--- src/ic3_pkg.sv ---
// ----------------------------------------------------------------------------
// ic3_pkg
// Shared types, constants and kernel weights for the 3x3 image convolution.
// ----------------------------------------------------------------------------
package ic3_pkg;

	localparam int MaxWidth  = 1024;
	localparam int ColW      = $clog2(MaxWidth);
	localparam int WidthW    = 11;
	localparam int HeightW   = 13;
	localparam int RowW      = 13;
	localparam int KselW     = 3;
	localparam int CfgIdxW   = 2;
	localparam int CfgDataW  = 13;
	localparam int MinDim    = 3;
	localparam int MaxHeight = 4096;

	localparam logic [CfgIdxW-1:0] CfgWidth  = 2'd0;
	localparam logic [CfgIdxW-1:0] CfgHeight = 2'd1;
	localparam logic [CfgIdxW-1:0] CfgKernel = 2'd2;

	localparam logic [KselW-1:0] KSobelH  = 3'd0;
	localparam logic [KselW-1:0] KSobelV  = 3'd1;
	localparam logic [KselW-1:0] KBox     = 3'd2;
	localparam logic [KselW-1:0] KGauss   = 3'd3;
	localparam logic [KselW-1:0] KSharpen = 3'd4;

	localparam logic [WidthW-1:0]  WidthReset  = 11'd1024;
	localparam logic [HeightW-1:0] HeightReset = 13'd768;
	localparam logic [KselW-1:0]   KselReset   = KBox;

	localparam logic signed [3:0] WSobelH [9] = '{1, 2, 1, 0, 0, 0, -1, -2, -1};
	localparam logic signed [3:0] WSobelV [9] = '{1, 0, -1, 2, 0, -2, 1, 0, -1};
	localparam logic signed [3:0] WBox    [9] = '{1, 1, 1, 1, 1, 1, 1, 1, 1};
	localparam logic signed [3:0] WGauss  [9] = '{1, 2, 1, 2, 4, 2, 1, 2, 1};
	localparam logic signed [3:0] WSharp  [9] = '{0, -1, 0, -1, 5, -1, 0, -1, 0};

	typedef struct packed {
		logic       is_pixel;
		logic [7:0] in_red;
		logic [7:0] in_green;
		logic [7:0] in_blue;
	} pixel_t;

	typedef struct packed {
		logic [7:0] out_red;
		logic [7:0] out_green;
		logic [7:0] out_blue;
		logic       frame_end;
	} result_t;

	// one window to filter, with its border flags
	typedef struct packed {
		logic [8:0][23:0] win;
		logic             top_ok;
		logic             bot_ok;
		logic             left_ok;
		logic             right_ok;
		logic             frame_end;
	} job_t;

	function automatic logic signed [3:0] kernel_weight(logic [KselW-1:0] ksel,
			logic [3:0] tap);
		logic signed [3:0] w;
		w = 4'sd0;
		case (ksel)
			KSobelH:  w = WSobelH[tap];
			KSobelV:  w = WSobelV[tap];
			KGauss:   w = WGauss[tap];
			KSharpen: w = WSharp[tap];
			default:  w = WBox[tap];
		endcase
		return w;
	endfunction

endpackage

--- src/ic3_queue.sv ---
// ----------------------------------------------------------------------------
// ic3_queue
// Two-entry job queue between the window front and the filter back.
// ----------------------------------------------------------------------------
module ic3_queue (
	input  logic          clk,
	input  logic          arst_n,
	input  logic          push,
	input  ic3_pkg::job_t din,
	input  logic          pop,
	output ic3_pkg::job_t dout,
	output logic          full,
	output logic          empty
);

	ic3_pkg::job_t mem_q [2];
	logic          wr_ptr_q, rd_ptr_q;
	logic [1:0]    count_q;

	assign full  = (count_q == 2'd2);
	assign empty = (count_q == 2'd0);
	assign dout  = mem_q[rd_ptr_q];

	always_ff @(posedge clk or negedge arst_n) begin
		if (!arst_n) begin
			wr_ptr_q <= 1'b0;
			rd_ptr_q <= 1'b0;
			count_q  <= '0;
		end else begin
			if (push)
				wr_ptr_q <= ~wr_ptr_q;
			if (pop)
				rd_ptr_q <= ~rd_ptr_q;
			count_q <= count_q + {1'b0, push} - {1'b0, pop};
		end
	end

	always_ff @(posedge clk) begin
		if (push)
			mem_q[wr_ptr_q] <= din;
	end

endmodule

--- config.mk ---
export PLATFORM = sky130hd
export DESIGN_NAME = ic3_queue
export DESIGN_NICKNAME = d
export VERILOG_FILES = /design/src/ic3_pkg.sv /design/src/ic3_queue.sv
export SDC_FILE = /design/constraint.sdc
export NUM_CORES = 1
export LEC_CHECK = 0
export ABC_AREA = 1
export BUFFER_PORTS_ARGS = -buffer_cell sky130_fd_sc_hd__buf_2
export CORE_MARGIN = 3
export CORE_UTILIZATION = 40
export DETAILED_ROUTE_END_ITERATION = 10
export HOLD_SLACK_MARGIN = 0.08
export PLACE_DENSITY_LB_ADDON = 0.2
export SKIP_CTS_REPAIR_TIMING = 1
export SYNTH_ARGS = -nofsm -noshare
export SYNTH_HDL_FRONTEND = slang
export SYNTH_SLANG_ARGS = --single-unit
--- constraint.sdc ---
create_clock -name clk -period 17.2 [get_ports clk]
set_input_delay 2.58 -clock clk [delete_from_list [all_inputs] [get_ports clk]]
set_output_delay 2.58 -clock clk [all_outputs]
set_load 0.005 [all_outputs]
======== Word level (Yosys, flattened, before mapping) ========
Memories as Yosys holds them, arrays and structs flattened.
Index checks and enable logic that the tools add are counted.
operators by class
  add/subtract/negate cells ............... 2
  eq/ne operators ......................... 1
  muxes and demuxes ....................... 2
  bitwise gates (word level) .............. 2
  reduce and logical (&&, ||, !) cells .... 1
operator list
  kind                  count
  $add A2 B1 Y2         1
  $eq A2 B2 Y1 const B  1
  $logic_not A2 Y1      1
  $mux W1               2
  $not A1 Y1            2
  $sub A2 B1 Y2         1
storage, ports and cells
  register bits ........................... 4
  RAM bits ................................ 442
  input bits .............................. 225
  output and inout bits ................... 223
  word-level logic and storage cells ...... 12
  memories kept ........................... 1
memory list
  memory  words  width  read ports  clocked after memory_dff  wr ports  RTL line         source
  mem_q   2      221    1           0                         1         ic3_queue.sv:16  ic3_pkg::job_t mem_q [2];

======== Longest topological paths before layout ========
Gate-level depths: netlist of run 1.
  depth in word-level cells ............... 2
  mapped depth ............................ 7
  depth with buffers taken out ............ 7

======== Worst setup path after synthesis of run 1 ========
OpenSTA, ideal clock, no wires.
  path type ............................... input to register
  from .................................... input push
  to ...................................... memory mem_q[0][0] in the netlist's numbering, enable pin
  library setup time ...................... 812 ps
  arrival time ............................ 11854 ps
  data required time ...................... 16388 ps
  slack ................................... 4534 ps
  stages .................................. 2
  path buffers ............................ 0
  cell sequence ........................... inv_1 nor2_1
between the ends
  word-level cells in the longest chain between the ends .. 2
RTL lines
  item                           RTL line         source
  start: declaration             ic3_queue.sv:8   input logic push,
  $mux W1                        ic3_queue.sv:39  if (push)
  $mux W1 (not written as such)  ic3_queue.sv:40  mem_q[wr_ptr_q] <= din;
  end: declaration               ic3_queue.sv:16
No other way between the ends.

==> results of run 1 <==
cells in the final DEF (no fill, tap or decap), types with 7 or more instances in the layout:
master	count
clkinv_2	8
clkbuf_1	10
buf_4	7
o21ai_1	70
nand2_1	227
clkinv_1	10
diode_2	9
inv_1	227
o21ai_2	80
clkbuf_16	49
buf_2	447
edfxtp_1	442
o21ai_0	71
power breakdown:
part,internal (mW),leakage [nW],total (mW),switching (mW)
Sequential,1.44,4.19,1.52,0.0788
Combinational,0.341,4.00,0.925,0.584
Clock,0.530,0.683,0.918,0.387
worst reg2reg max path, stage by stage (launching register included):
cell and delay, ns:
dfrtp_1 0.42, nor2_4 0.14, buf_12 0.60, buf_4 0.96
registers in the layout (all words and copies together), names as in the netlist:
signal	count
rd_ptr_q	1
wr_ptr_q	1
mem_q	442
count_q	2
per-stage QoR:
stage,utilization,instance area [µm²]
floorplan,-,17100
detailed placement,0.465,19500
finish,0.498,21000
CTS,0.498,20900
global placement,0.465,19500
global route,0.498,20900
metal layers:
metal,GRT usage,wire length (µm),up-vias
met4,0.0640,1170,20
met1,0.188,14600,4622
li1,-,-,4941
met3,0.0698,3990,89
met2,0.255,17500,341
met5,0,125,-
worst max-delay path by stage:
stage / cells past startpoint / to
2_1_floorplan: 2 / mem_q[0][0]
3_3_place_gp: 4 / dout[10]
3_5_place_dp: 4 / dout[32]
4_1_cts: 4 / dout[60]
5_1_grt: 4 / dout[60]
6_report: 4 / dout[60]
cells by family (layout without fill, tap and decap cells):
family	count (synthesis)	in the layout	synth area share
fa+ha+maj	2	2	0.00147
simple gates	231	231	0.0509
buf+inv	277	762	0.0808
flops	446	446	0.783
xor+xnor	2	2	0.00103
other cells	0	9	0
compound gates	221	221	0.0824
area by class of cell:
type                            count  area (µm²)
Antenna cell                        9        22.5
Clock inverter                     20         119
Inverter                          228         863
Timing Repair Buffer              455        2310
Fill cell                        3731       21100
Multi-Input combinational cell    456        2320
Tap cell                          539         674
Sequential cell                   446       13400
Clock buffer                       59        1260
==> metrics.md, run 1 <==
| Metric | Value |
|---|---|
| Yosys warns | 0 |
| Area leader, netlist | edfxtp_1 |
| Final cell count without fillers | 2212 |
| Synth Register Bits | 446 |
| FMAX | 154 MHz |
| Netlist Area Pre-Place | 17100 µm² |
| RR Startpoint | wr_ptr_q |
| First-pass GRT wire length | 54400 µm |
| Synth async-reset ratio | 0.00897 |
| Clk sinks | 446 |
| Setup WS pre-CTS | 11.26 ns |
| All-layer global routing usage | 0.159 |
| DRC Markers | 0 |
| Critical path startpoint | rd_ptr_q |
| Initial antenna violation count | 17 |
| Worst reg2reg path depth | 3 |
| Crit path cell chain | buf_4 -> buf_4 -> o21ai_0 -> buf_2 |
| Worst path most repeated cell | buf_4 |
| Post-synth top flop | edfxtp_1 |
| Slew of the pin with the lowest slew margin | 1.03 ns |
| Max_cap viols | 0 |
| Leak | 8.88 nW |
| Buffers added on ports | 447 |
| Total grt overflow | 0 |
| Num CTS Buffers | 47 |
| Min Tclk post-route | 6.49 ns |
| CP max stage cell | dfrtp_4 |
| Row cnt | 75 |
| CP bufs+invs | 3 |
| Count of boundary I/O pins | 448 |
| Pin count of the biggest net entering global routing | 151 |
| Clock transition at path regs | 0.06 ns |
| Status | completed |
| Max incr delay on CP | 1.04 ns |
| Syn_nets | 1406 |
| Top cells by area, synth | edfxtp_1, inv_1, nand2_1 |
| Placed insts | 2124 |
| Die X | 213 µm |
| Syn Area/Cell | 14.5 µm² |
| Most common cell in the netlist | edfxtp_1 |
| Share of cells above drive strength 1 | 0.359 |
| Power Dens Cells | 161 nW/µm² |
| Fin Hold WS | 0.544 ns |
| Post-Synthesis Cells | 1179 |
| Worst Hold Path Cells | 1 |
| Iteration count of the initial detailed-routing pass | 7 |
| Starting DRT DRC Count | 504 |
| Yosys top cell area share | 0.778 |
| Distinct cells, synth | 15 |
| DRT Wirelength | 37400 µm |
| R2R setup slack | 14.65 ns |
| Worst IR drop on VDD | 0.116 mV |
| Final Hold Fails | 0 |
| H-tree levels | 2 |
| RSZ-0062 raised after global routing | false |
| Final nets | 1861 |
| Period Utilization, post-route | 0.377 |
| Max-slew violations | 0 |
| Final setup margin | 10.71 ns |
| CTS tree | built |
| Critical Path AT | 3.91 ns |
| Post-synth EDFFs | 442 |
| Area Overhead vs Synth | 22.8% |
| CP Data Required Time | 14.62 ns |
| Routed WL per cell | 16.9 µm |
| DR vias | 10000 |
| Startpoint Class | flop |
| CTS max path bufs | 3 |
| CTS Root Cell | clkbuf_16 |
| Worst flop-to-flop path endpoint | mem_q[0][129] |
| Initial core utilization | 0.406 |
| Avg Vias per Cell | 4.53 |
| Routability Congestion | 0.764 |
| Overall power | 3.37 mW |
| Worst skew pair latency | 0.55 ns |
| DP HPWL | 25500 µm |
| Core box area | 42000 µm² |
| Hold_sp | wr_ptr_q |
| Crit Path Class | reg -> out |
| Setup TNS | 0 ns |
| Routed Antenna Nets | 0 |
| Die Area | 45200 µm² |
| Commonest cells in the netlist | edfxtp_1, inv_1, nand2_1, o21ai_2, o21ai_0 |
| Worst Clk Skew | 0.0112 ns |
| Worst min path class | reg -> reg |
| CP delay by family, top | buffers and inverters |
| Hold Crit Endpoint | wr_ptr_q |
| Register area share after synthesis | 0.783 |
| CP endpoint kind | primary output |
| # setup viols final | 0 |
| Die H | 213 µm |
| Vias in the first global route | 9647 |
| CP max FO | 103 |
| Rel. slew slack | 0.311 |
Note: power is estimated with default switching activity, not from simulation.
==> inputs of run 2 (changes only) <==
- clock period: 17.2 -> 5.8 ns (I/O delays scaled with it)
==> run 2 against run 1 <==
  * Global-route usage is 0.086 points lower
  * Worst setup slack worse by 8.7 ns
  * Flip-flop and latch count stayed put
  * Count of clock-buffer cells in the layout is 7 higher
  * Highest routed layer unchanged
  * Clock skew hardly changed
  * Cell count hardly changed
  * Largest power group unchanged
  * Via count is 0.43% higher
==> metrics.md, run 2 (same netlist as run 1, synthesis figures left out) <==
| Metric | Value |
|---|---|
| Met3 wire length | 3750 µm |
| FMAX | 262 MHz |
| CP max FO | 130 |
| Setup WS pre-CTS | 2.61 ns |
| Max_cap viols | 0 |
| Share of cells above drive strength 1 | 0.358 |
| Critical Path AT | 2.95 ns |
| Power Dens Cells | 483 nW/µm² |
| Buffers added on ports | 447 |
| CTS max path bufs | 3 |
| Rel. slew slack | 0.298 |
| Setup TNS | 0 ns |
| Startpoint Class | flop |
| Die Area | 45200 µm² |
| Period Utilization, post-route | 0.659 |
| Die X | 213 µm |
| Status | completed |
| Iteration count of the initial detailed-routing pass | 5 |
| Final setup margin | 1.98 ns |
| Fin Hold WS | 0.109 ns |
| DR vias | 10100 |
| Vias in the first global route | 9874 |
| Num CTS Buffers | 47 |
| Clock transition at path regs | 0.06 ns |
| DP HPWL | 24200 µm |
| Critical path startpoint | rd_ptr_q |
| Utilization after layout | 0.502 |
| Total grt overflow | 0 |
| Count of boundary I/O pins | 448 |
| # setup viols final | 0 |
| RSZ-0062 raised after global routing | false |
| Area Overhead vs Synth | 23.6% |
| Crit Path Class | reg -> out |
| Core box area | 42000 µm² |
| Overall power | 10.2 mW |
| Commonest non-fill, non-tap cell in the layout | buf_2 |
| Most frequent cells in the layout | buf_2, edfxtp_1, inv_1, nand2_1, o21ai_2 |
| Slew of the pin with the lowest slew margin | 1.05 ns |
| H-tree levels | 2 |
| Max-slew violations | 0 |
| Routability Congestion | 0.738 |
| Met1 wire length | 14800 µm |
| Starting DRT DRC Count | 657 |
| Reg with most FFs | mem_q |
| Worst min path class | in -> async |
| Final Hold Fails | 0 |
| Top Registers | mem_q x442, count_q x2 |
| Final nets | 1860 |
| Worst Clk Skew | 0.0111 ns |
| Max Used Layer | met5 |
| Worst skew pair latency | 0.56 ns |
| DRC Markers | 0 |
| FILL cells | 3685 |
| CTS tree | built |
| Worst IR drop on VDD | 0.344 mV |
| RR Startpoint | wr_ptr_q |
| DRT Wirelength | 36700 µm |
| Routed WL per cell | 16.6 µm |
| Clk sinks | 446 |
| Row cnt | 75 |
| Initial core utilization | 0.406 |
| CP Data Required Time | 4.93 ns |
| CP endpoint kind | primary output |
| Leak | 8.92 nW |
| Pin count of the biggest net entering global routing | 146 |
| Avg Vias per Cell | 4.54 |
| First-pass GRT wire length | 54700 µm |
| Initial antenna violation count | 12 |
| All-layer global routing usage | 0.158 |
| Min Tclk post-route | 3.82 ns |
| CTS Root Cell | clkbuf_16 |
| Routed wl met2 | 17000 µm |
| Die H | 213 µm |
| Routed Antenna Nets | 0 |
| Largest register FFs | 442 |
## run 2: changes by cell type in the layout (fill, tap and decap cells not counted), sizes merged
cell / before / now
clkbuf: 59 / 66
clkinvlp: 0 / 2
bufinv: 1 / 4
diode: 9 / 6
buf: 455 / 454
clkinv: 18 / 12
## run 2: layout make-up
class	count	area [µm²]	share of cell area
clock inverters	19	194	0.00920
well taps	539	674	0.0320
inverters	228	863	0.0409
flip-flops and latches	446	13400	0.634
diodes	6	15.0	0.000712
clock buffers	66	1290	0.0612
multi-input cells	456	2320	0.110
repair buffers	454	2350	0.112
## run 2: critical path, stage by stage (launching register included)
cell     delay [ns]
dfrtp_4        1.10
buf_12         0.50
o21ai_0        0.36
buf_2          0.21
## run 2: per-layer routing
metal  GRT usage  vias up
met3      0.0665       84
met1       0.194     4671
li1            -     4934
met5           0        -
met2       0.250      353
met4      0.0601       14
## run 2: per-stage QoR
| step | cell area [µm²] | instances |
|---|---|---|
| after floorplan | 17100 | 1179 |
| after global placement | 19600 | 2123 |
| after detailed placement | 19600 | 2123 |
| after CTS | 21100 | 2208 |
| after global routing | 21100 | 2210 |
| final | 21100 | 2214 |
## run 2: final timing paths
kind / endpoint / slack, ns / cells past startpoint
max: dout[52] / 1.98 / 3
min in group clk: mem_q[0][32] / 0.49 / 1
min reg2reg: wr_ptr_q / 0.54 / 1
max in group asynchronous: rd_ptr_q / 5.54 / 1
min: count_q[0] / 0.11 / 1
max reg2reg: mem_q[1][15] / 3.62 / 3
## run 2: power by group
group / internal, mW / switching [mW]
logic: 1.04 / 1.75
registers: 4.28 / 0.234
clock network: 1.72 / 1.17
total: 7.04 / 3.16
