==> src/ic3_pkg.sv <==
// ----------------------------------------------------------------------------
// ic3_pkg
// Shared types, constants and kernel weights for the 3x3 image convolution.
// ----------------------------------------------------------------------------
package ic3_pkg;

	localparam int MaxWidth  = 1024;
	localparam int ColW      = $clog2(MaxWidth);
	localparam int WidthW    = 11;
	localparam int HeightW   = 13;
	localparam int RowW      = 13;
	localparam int KselW     = 3;
	localparam int CfgIdxW   = 2;
	localparam int CfgDataW  = 13;
	localparam int MinDim    = 3;
	localparam int MaxHeight = 4096;

	localparam logic [CfgIdxW-1:0] CfgWidth  = 2'd0;
	localparam logic [CfgIdxW-1:0] CfgHeight = 2'd1;
	localparam logic [CfgIdxW-1:0] CfgKernel = 2'd2;

	localparam logic [KselW-1:0] KSobelH  = 3'd0;
	localparam logic [KselW-1:0] KSobelV  = 3'd1;
	localparam logic [KselW-1:0] KBox     = 3'd2;
	localparam logic [KselW-1:0] KGauss   = 3'd3;
	localparam logic [KselW-1:0] KSharpen = 3'd4;

	localparam logic [WidthW-1:0]  WidthReset  = 11'd1024;
	localparam logic [HeightW-1:0] HeightReset = 13'd768;
	localparam logic [KselW-1:0]   KselReset   = KBox;

	localparam logic signed [3:0] WSobelH [9] = '{1, 2, 1, 0, 0, 0, -1, -2, -1};
	localparam logic signed [3:0] WSobelV [9] = '{1, 0, -1, 2, 0, -2, 1, 0, -1};
	localparam logic signed [3:0] WBox    [9] = '{1, 1, 1, 1, 1, 1, 1, 1, 1};
	localparam logic signed [3:0] WGauss  [9] = '{1, 2, 1, 2, 4, 2, 1, 2, 1};
	localparam logic signed [3:0] WSharp  [9] = '{0, -1, 0, -1, 5, -1, 0, -1, 0};

	typedef struct packed {
		logic       is_pixel;
		logic [7:0] in_red;
		logic [7:0] in_green;
		logic [7:0] in_blue;
	} pixel_t;

	typedef struct packed {
		logic [7:0] out_red;
		logic [7:0] out_green;
		logic [7:0] out_blue;
		logic       frame_end;
	} result_t;

	// one window to filter, with its border flags
	typedef struct packed {
		logic [8:0][23:0] win;
		logic             top_ok;
		logic             bot_ok;
		logic             left_ok;
		logic             right_ok;
		logic             frame_end;
	} job_t;

	function automatic logic signed [3:0] kernel_weight(logic [KselW-1:0] ksel,
			logic [3:0] tap);
		logic signed [3:0] w;
		w = 4'sd0;
		case (ksel)
			KSobelH:  w = WSobelH[tap];
			KSobelV:  w = WSobelV[tap];
			KGauss:   w = WGauss[tap];
			KSharpen: w = WSharp[tap];
			default:  w = WBox[tap];
		endcase
		return w;
	endfunction

endpackage

==> src/ic3_back.sv <==
// ----------------------------------------------------------------------------
// ic3_back
// Weighted sums of one window, a shared bit-serial divide of the three
// channels by the weight sum, clamp and result register.
// ----------------------------------------------------------------------------
module ic3_back (
	input  logic                       clk,
	input  logic                       arst_n,
	input  logic                       empty,
	input  ic3_pkg::job_t              job,
	output logic                       pop,
	input  logic [ic3_pkg::KselW-1:0]  ksel,
	output logic                       result_valid,
	input  logic                       result_stall,
	output ic3_pkg::result_t           result
);

	typedef enum logic [1:0] {B_IDLE, B_SUM, B_DIV, B_OUT} bstate_t;

	bstate_t             state_q;
	ic3_pkg::job_t       job_q;
	logic [2:0]          neg_q;
	logic [2:0][11:0]    num_q;
	logic [2:0][4:0]     rem_q;
	logic [4:0]          div_q;
	logic [3:0]          step_q;
	logic                out_valid_q;
	ic3_pkg::result_t    result_q;

	logic [8:0]                 tap_on;
	logic signed [6:0]          wsum;
	logic [2:0][13:0]           sums;
	logic signed [3:0]          w;
	logic signed [13:0]         prod;
	logic [2:0][4:0]            rem_sh;
	logic [2:0][7:0]            chan;
	logic                       load_out;

	assign pop          = (state_q == B_IDLE) && !empty;
	assign result_valid = out_valid_q;
	assign result       = result_q;
	assign load_out     = (state_q == B_OUT) && (!out_valid_q || !result_stall);

	always_comb begin
		for (int r = 0; r < 3; r++) begin
			for (int c = 0; c < 3; c++) begin
				tap_on[r*3+c] = !((r == 0 && !job_q.top_ok) || (r == 2 && !job_q.bot_ok) ||
					(c == 0 && !job_q.left_ok) || (c == 2 && !job_q.right_ok));
			end
		end
	end

	always_comb begin
		wsum = '0;
		sums = '0;
		w    = '0;
		prod = '0;
		for (int t = 0; t < 9; t++) begin
			w = ic3_pkg::kernel_weight(ksel, 4'(t));
			if (tap_on[t]) begin
				wsum = wsum + 7'(w);
				for (int ch = 0; ch < 3; ch++) begin
					prod = 14'(w) * $signed({6'b0, job_q.win[t][ch*8 +: 8]});
					sums[ch] = sums[ch] + prod;
				end
			end
		end
	end

	always_comb begin
		for (int ch = 0; ch < 3; ch++) begin
			rem_sh[ch] = {rem_q[ch][3:0], num_q[ch][11]};
			if (neg_q[ch])
				chan[ch] = '0;
			else if (num_q[ch] > 12'd255)
				chan[ch] = 8'd255;
			else
				chan[ch] = num_q[ch][7:0];
		end
	end

	always_ff @(posedge clk or negedge arst_n) begin
		if (!arst_n) begin
			state_q     <= B_IDLE;
			out_valid_q <= 1'b0;
			step_q      <= '0;
		end else begin
			if (load_out)
				out_valid_q <= 1'b1;
			else if (!result_stall)
				out_valid_q <= 1'b0;
			unique case (state_q)
				B_IDLE: begin
					if (!empty)
						state_q <= B_SUM;
				end
				B_SUM: begin
					state_q <= B_DIV;
					step_q  <= '0;
				end
				B_DIV: begin
					step_q <= step_q + 4'd1;
					if (step_q == 4'd11)
						state_q <= B_OUT;
				end
				B_OUT: begin
					if (load_out)
						state_q <= B_IDLE;
				end
			endcase
		end
	end

	always_ff @(posedge clk) begin
		if (pop)
			job_q <= job;
		if (state_q == B_SUM) begin
			// weight sum below one divides by one
			div_q <= (wsum < 7'sd1) ? 5'd1 : wsum[4:0];
			for (int ch = 0; ch < 3; ch++) begin
				neg_q[ch] <= sums[ch][13];
				num_q[ch] <= sums[ch][11:0];
				rem_q[ch] <= '0;
			end
		end
		if (state_q == B_DIV) begin
			for (int ch = 0; ch < 3; ch++) begin
				if (rem_sh[ch] >= div_q) begin
					rem_q[ch] <= rem_sh[ch] - div_q;
					num_q[ch] <= {num_q[ch][10:0], 1'b1};
				end else begin
					rem_q[ch] <= rem_sh[ch];
					num_q[ch] <= {num_q[ch][10:0], 1'b0};
				end
			end
		end
		if (load_out) begin
			result_q.out_red   <= chan[2];
			result_q.out_green <= chan[1];
			result_q.out_blue  <= chan[0];
			result_q.frame_end <= job_q.frame_end;
		end
	end

endmodule

==> config.mk <==
export PLATFORM = sky130hd
export DESIGN_NAME = ic3_back
export DESIGN_NICKNAME = d
export VERILOG_FILES = /design/src/ic3_pkg.sv /design/src/ic3_back.sv
export SDC_FILE = /design/constraint.sdc
export NUM_CORES = 2
export LEC_CHECK = 0
export BUFFER_PORTS_ARGS = -buffer_cell sky130_fd_sc_hd__buf_2
export CORE_MARGIN = 5
export CORE_UTILIZATION = 45
export DETAILED_ROUTE_END_ITERATION = 8
export PLACE_DENSITY_LB_ADDON = 0.12
export REMOVE_ABC_BUFFERS = 1
export SYNTH_ARGS = -nofsm -noshare
export SYNTH_HDL_FRONTEND = slang
export SYNTH_SLANG_ARGS = --single-unit
==> constraint.sdc <==
create_clock -name clk -period 13.3 [get_ports clk]
set_input_delay 0 -clock clk [delete_from_list [all_inputs] [get_ports clk]]
set_output_delay 0 -clock clk [all_outputs]
set_load 0.01 [all_outputs]
==> Word level (Yosys, flattened, before mapping) <==
Cells that the tools add are included.
W data, S select, Z words.
{ "totals": {"output_inout_bits": 27, "inputBits": 228, "elab_cells": 176, "reg_bits": 309} }
{ "classes": {"muxes": 45, "n_lt_le_gt_ge": 7, "n_addsub": 36, "multipliers": 27, "n_reduce_logical": 21, "n_eq_ne": 11} }
{ "op_table": {"columns": ["op", "count"], "rows": [
  ["$add A14 B14 Y14", 24],
  ["$mux W42", 8],
  ["$mul A4 B9 Y13", 24],
  ["$mux W36", 2],
  ["$add A7 B4 Y7", 7],
  ["$mux W7", 7],
  ["$gt A12 B8 Y1 const B", 3],
  ["$pmux W4 S2", 4],
  ["$pmux W4 S4", 2],
  ["$mux W14", 2],
  ["$mul A1 B8 Y9", 3],
  ["$mux W8", 3],
  ["$pmux W4 S3", 2],
  ["$ge A5 B5 Y1", 3],
  ["$mux W5", 2],
  ["$sub A5 B5 Y5", 2],
  ["$pmux W3 S3", 1],
  ["$pmux W2 S4", 1],
  ["$logic_not A1 Y1", 7],
  ["$lt A7 B2 Y1 const B", 1],
  ["$mux W1", 7],
  ["$mux W2", 3],
  ["$ne A2 B2 Y1 const B", 3],
  ["$reduce_or A2 Y1", 3],
  ["other kinds (17)", 23]
]} }

==> Logic depth before layout (Yosys ltp) <==
{ "logic_depth": {"ltp_word": 21, "ltp_mapped": 68, "ltp_nobuf": 66} }

==> Least setup slack after synthesis <==
No wires, ideal clock.
{ "synth_timing": {"path_kind": "input -> register", "startpoint": "in ksel[1] in the netlist's numbering", "endpoint": "reg neg_q[0] (data pin)", "path_slack_ps": 348, "stages": 60, "setup_ps": 258, "arrival_ps": 12694, "required_time_ps": 13042, "n_path_buf": 2, "path_cell_list": "or2_2 clkinv_1 nand2_1 inv_2 buf_1 buf_1 nand2_1 fa_1 fa_1 inv_1 fa_1 ha_1 fa_1 ha_1 a21boi_0 o21ai_0 nand2_1 xnor2_1 (+24 left out) or3_1 a2111oi_0 or3_1 xnor2_1 mux2_2 ha_1 a21oi_1 xor2_1 a22oi_1 ha_1 nand2_1 o41ai_1 mux2i_1 xnor2_1 a21oi_1 nor3b_1 xnor3_1 xor2_1"} }
{ "synth_lines": {"columns": ["item", "line", "source"], "rows": [
  ["start, declared", "ic3_back.sv:12", "input logic [ic3_pkg::KselW-1:0] ksel,"],
  ["end signal, assigned by index", "ic3_back.sv:121", "neg_q[ch] <= sums[ch][13];"],
  ["end, declared", "ic3_back.sv:22", "logic [2:0] neg_q;"]
]} }

==> run_summary.xml <==
<?xml version="1.0" encoding="UTF-8"?>
<metrics>
  <group name="floorplanning">
    <metric name="initial_core_utilization" unit="">0.452</metric>
    <metric name="io_pins" unit="">255</metric>
    <metric name="fp-row-count" unit="">123</metric>
    <metric name="coreArea" unit="µm²">112000</metric>
    <metric name="fp.dieW" unit="µm">345</metric>
    <metric name="die_area" unit="µm²">119000</metric>
    <metric name="die_height" unit="µm">345</metric>
  </group>
  <group name="grt">
    <metric name="grt_pass1_vias" unit="">41600</metric>
    <metric name="grt_start_max_net_pins" unit="">89</metric>
    <metric name="grt_remaining_overflow" unit="">0</metric>
    <metric name="grt_antenna_before_repair" unit="">8</metric>
    <metric name="grt_pass1_wl" unit="µm">222000</metric>
    <metric name="groute.usage.overall" unit="">0.228</metric>
  </group>
  <group name="synth">
    <metric name="async_flop_share" unit="">0.0227</metric>
    <metric name="avgSynthCellArea" unit="µm²">8.83</metric>
    <metric name="synth-seq-cells" unit="">309</metric>
    <metric name="biggest_area_contributors_in_the_synthesized_netlist" unit="">ha_1 22%, edfxtp_1 18%, fa_1 13%, xnor2_1 5.4%, inv_1 5.3%</metric>
    <metric name="synth-main-ff-cell" unit="">edfxtp_1</metric>
    <metric name="synthesis.instances" unit="">5730</metric>
    <metric name="synth_sequential_area_ratio" unit="">0.183</metric>
    <metric name="synthDominantCellAreaShare" unit="">0.223</metric>
    <metric name="post-synth-top-count-cell" unit="">ha_1</metric>
    <metric name="synth_area" unit="µm²">50600</metric>
    <metric name="synth_warnings" unit="">0</metric>
    <metric name="synth_enable_flop_cells" unit="">302</metric>
    <metric name="post_synth_num_cell_types" unit="">96</metric>
    <metric name="synth_top_cell_by_area" unit="">ha_1</metric>
    <metric name="synth.cells.most_frequent" unit="">901 x ha_1, 718 x inv_1, 435 x nand2_1</metric>
  </group>
  <group name="sta">
    <metric name="final.period_utilization" unit="">0.954</metric>
    <metric name="period_needed" unit="ps">12690</metric>
    <metric name="finalHoldViolCount" unit="">0</metric>
    <metric name="slew_worst_pin" unit="ps">1210</metric>
    <metric name="final_max_slew_viol_count" unit="">0</metric>
    <metric name="setup_viol" unit="">0</metric>
    <metric name="hold_slack" unit="ps">83.6</metric>
    <metric name="finalClockSkew" unit="ps">30.3</metric>
    <metric name="slew_headroom" unit="">0.181</metric>
    <metric name="clock.fmax" unit="MHz">78.8</metric>
  </group>
  <group name="drt">
    <metric name="finalWirelength" unit="µm">139000</metric>
    <metric name="route.vias.total" unit="">41700</metric>
    <metric name="dr.pass1.iters" unit="">5</metric>
    <metric name="starting_drt_drc_count" unit="">2121</metric>
    <metric name="drt-vias-per-instance" unit="">5.23</metric>
    <metric name="routed_wl_per_cell" unit="µm">17.4</metric>
    <metric name="ant_nets" unit="">0</metric>
    <metric name="drc_errors" unit="">0</metric>
  </group>
  <group name="setup_path">
    <metric name="critical-path-top-delay-family" unit="">adder cells</metric>
    <metric name="r2r.worst_path.cells" unit="">55</metric>
    <metric name="cp_num_cells" unit="">55</metric>
    <metric name="worst_setup_path_start_kind" unit="">register</metric>
    <metric name="crit_end" unit="">neg_q[1]</metric>
    <metric name="regToRegSetupSlack" unit="ps">610</metric>
    <metric name="worst_r2r_startpoint" unit="">job_q[37]</metric>
    <metric name="worst_setup_path_end_kind" unit="">register</metric>
    <metric name="timing.critical_path.buf_inv" unit="">7</metric>
    <metric name="delay_of_the_slowest_critical_path_stage" unit="ps">610</metric>
    <metric name="crit_required" unit="ps">13660</metric>
    <metric name="crit-reg2reg-capture" unit="">neg_q[1]</metric>
    <metric name="timing.critical_path.slowest_stage_cell" unit="">or4b_2</metric>
    <metric name="critical_path_arrival" unit="ps">13050</metric>
    <metric name="cp_max_fo" unit="">5</metric>
    <metric name="worstSetupPathType" unit="">register to register</metric>
    <metric name="critical-path-top-cell-by-count" unit="">ha_1</metric>
    <metric name="worst_setup_path_startpoint" unit="">job_q[37]</metric>
  </group>
  <group name="final_layout">
    <metric name="drive_gt1_frac" unit="">0.134</metric>
    <metric name="final_cell_area" unit="µm²">59900</metric>
    <metric name="syn2layout_area_growth" unit="%">18.5</metric>
    <metric name="design.final.nets" unit="">7896</metric>
  </group>
  <group name="flow_run">
    <metric name="timing.max_cap.violations" unit="">0</metric>
  </group>
  <group name="place">
    <metric name="place.detailed.hpwl" unit="µm">111000</metric>
    <metric name="buffer_ports.inserted" unit="">254</metric>
    <metric name="gp_congestion" unit="">0.913</metric>
    <metric name="placedInstanceArea" unit="µm²">55800</metric>
  </group>
  <group name="cts">
    <metric name="clock-sinks" unit="">309</metric>
    <metric name="cts.root.buffer_cell" unit="">clkbuf_16</metric>
    <metric name="clkSlewWorstSetupHoldPaths" unit="ps">70</metric>
    <metric name="worst_skew_pair.late_latency" unit="ps">630</metric>
    <metric name="clk_path_buf_depth" unit="">3</metric>
    <metric name="cts_inserted_buffers" unit="">41</metric>
    <metric name="h-tree-depth" unit="">2</metric>
    <metric name="cts_tree" unit="">done</metric>
  </group>
  <group name="status">
    <metric name="result_of_the_run" unit="">completed</metric>
  </group>
  <group name="min_path">
    <metric name="worstHoldPathType" unit="">input pin to register</metric>
  </group>
</metrics>
## per-stage QoR
stage,setup WS [ps],instances,setup TNS [ps],utilization
after floorplan,-1940,5562,-11880,-
after global placement,-135,7665,-135,0.498
after detailed placement,-272,7665,-522,0.498
after CTS,238,7964,0,0.531
after global routing,-125,7974,-263,0.535
final,610,7976,0,0.535
## cells in the final DEF, fill, tap and decap left out, types with 37 or more instances in the layout
cell type / count
ha_1: 888
inv_1: 713
nand2_1: 431
a21oi_1: 411
nor2_1: 392
buf_4: 353
fa_1: 324
xnor2_1: 303
edfxtp_1: 302
and2_1: 278
buf_2: 254
dlygate4sd3_1: 225
o21ai_0: 154
o21bai_1: 122
a21o_1: 120
xor2_1: 110
nand2b_1: 92
nor3_1: 87
or3_1: 74
nand3_1: 61
nor2b_1: 57
a211oi_1: 53
clkbuf_16: 42
mux2i_1: 40
and3_1: 38
mux2_2: 37
## per-layer routing
| metal | up-vias | GRT usage | wire [µm] |
|---|---|---|---|
| met1 | 19700 | 0.316 | 66000 |
| li1 | 21100 | - | - |
| met4 | 0 | 0.0520 | 3550 |
| met5 | - | 0 | 0 |
| met3 | 144 | 0.0219 | 5180 |
| met2 | 738 | 0.388 | 64100 |
## kinds of logic after synthesis
group,after synthesis,synth area share
xor gates and xnor gates,427,0.0752
DFF,309,0.183
muxes,78,0.0166
buffers and inverters,888,0.0661
AOI/OAI and AO/OA,1155,0.146
and+or+nand+nor,1644,0.161
adders and majority gates,1229,0.352
## registers in the layout (all words and copies together) (netlist names)
| name | cells |
|---|---|
| div_q | 5 |
| job_q | 221 |
| neg_q | 3 |
| num_q | 36 |
| rem_q | 12 |
| result | 25 |
| result_valid | 1 |
| state_q | 2 |
| step_q | 4 |
## how the worst min path moves through the flow
stage / from / endpoint / slack [ps] / cells past startpoint
after global placement: arst_n / result_valid / -140 / 1
after floorplan: arst_n / result_valid / -300 / 0
final: job[27] / job_q[27] / 80 / 2
after detailed placement: arst_n / result_valid / -140 / 1
after global routing: job[168] / job_q[168] / 70 / 2
after CTS: job[47] / job_q[47] / 30 / 2
## timing repair
item / 4_1_cts / 5_1_grt
setup buffers: 0 / 10
hold buffers: 225 / 0
hold endpoints to repair: 256 / 0
gates resized for setup: 0 / 96
endpoints found under the setup margin: 0 / 4
## area by class of cell
class,count,area (µm²)
antenna,2,5.00
clock inverter,24,299
clock buffer,50,1100
timing repair buffer,838,6290
fill,10500,52100
inverter,720,2710
tap,1500,1880
multi-input combinational,4533,38400
sequential,309,9240
Power is left out: the tool's default activity adds up to more than one toggle a clock period on the data nets, which glitch-free logic cannot reach.
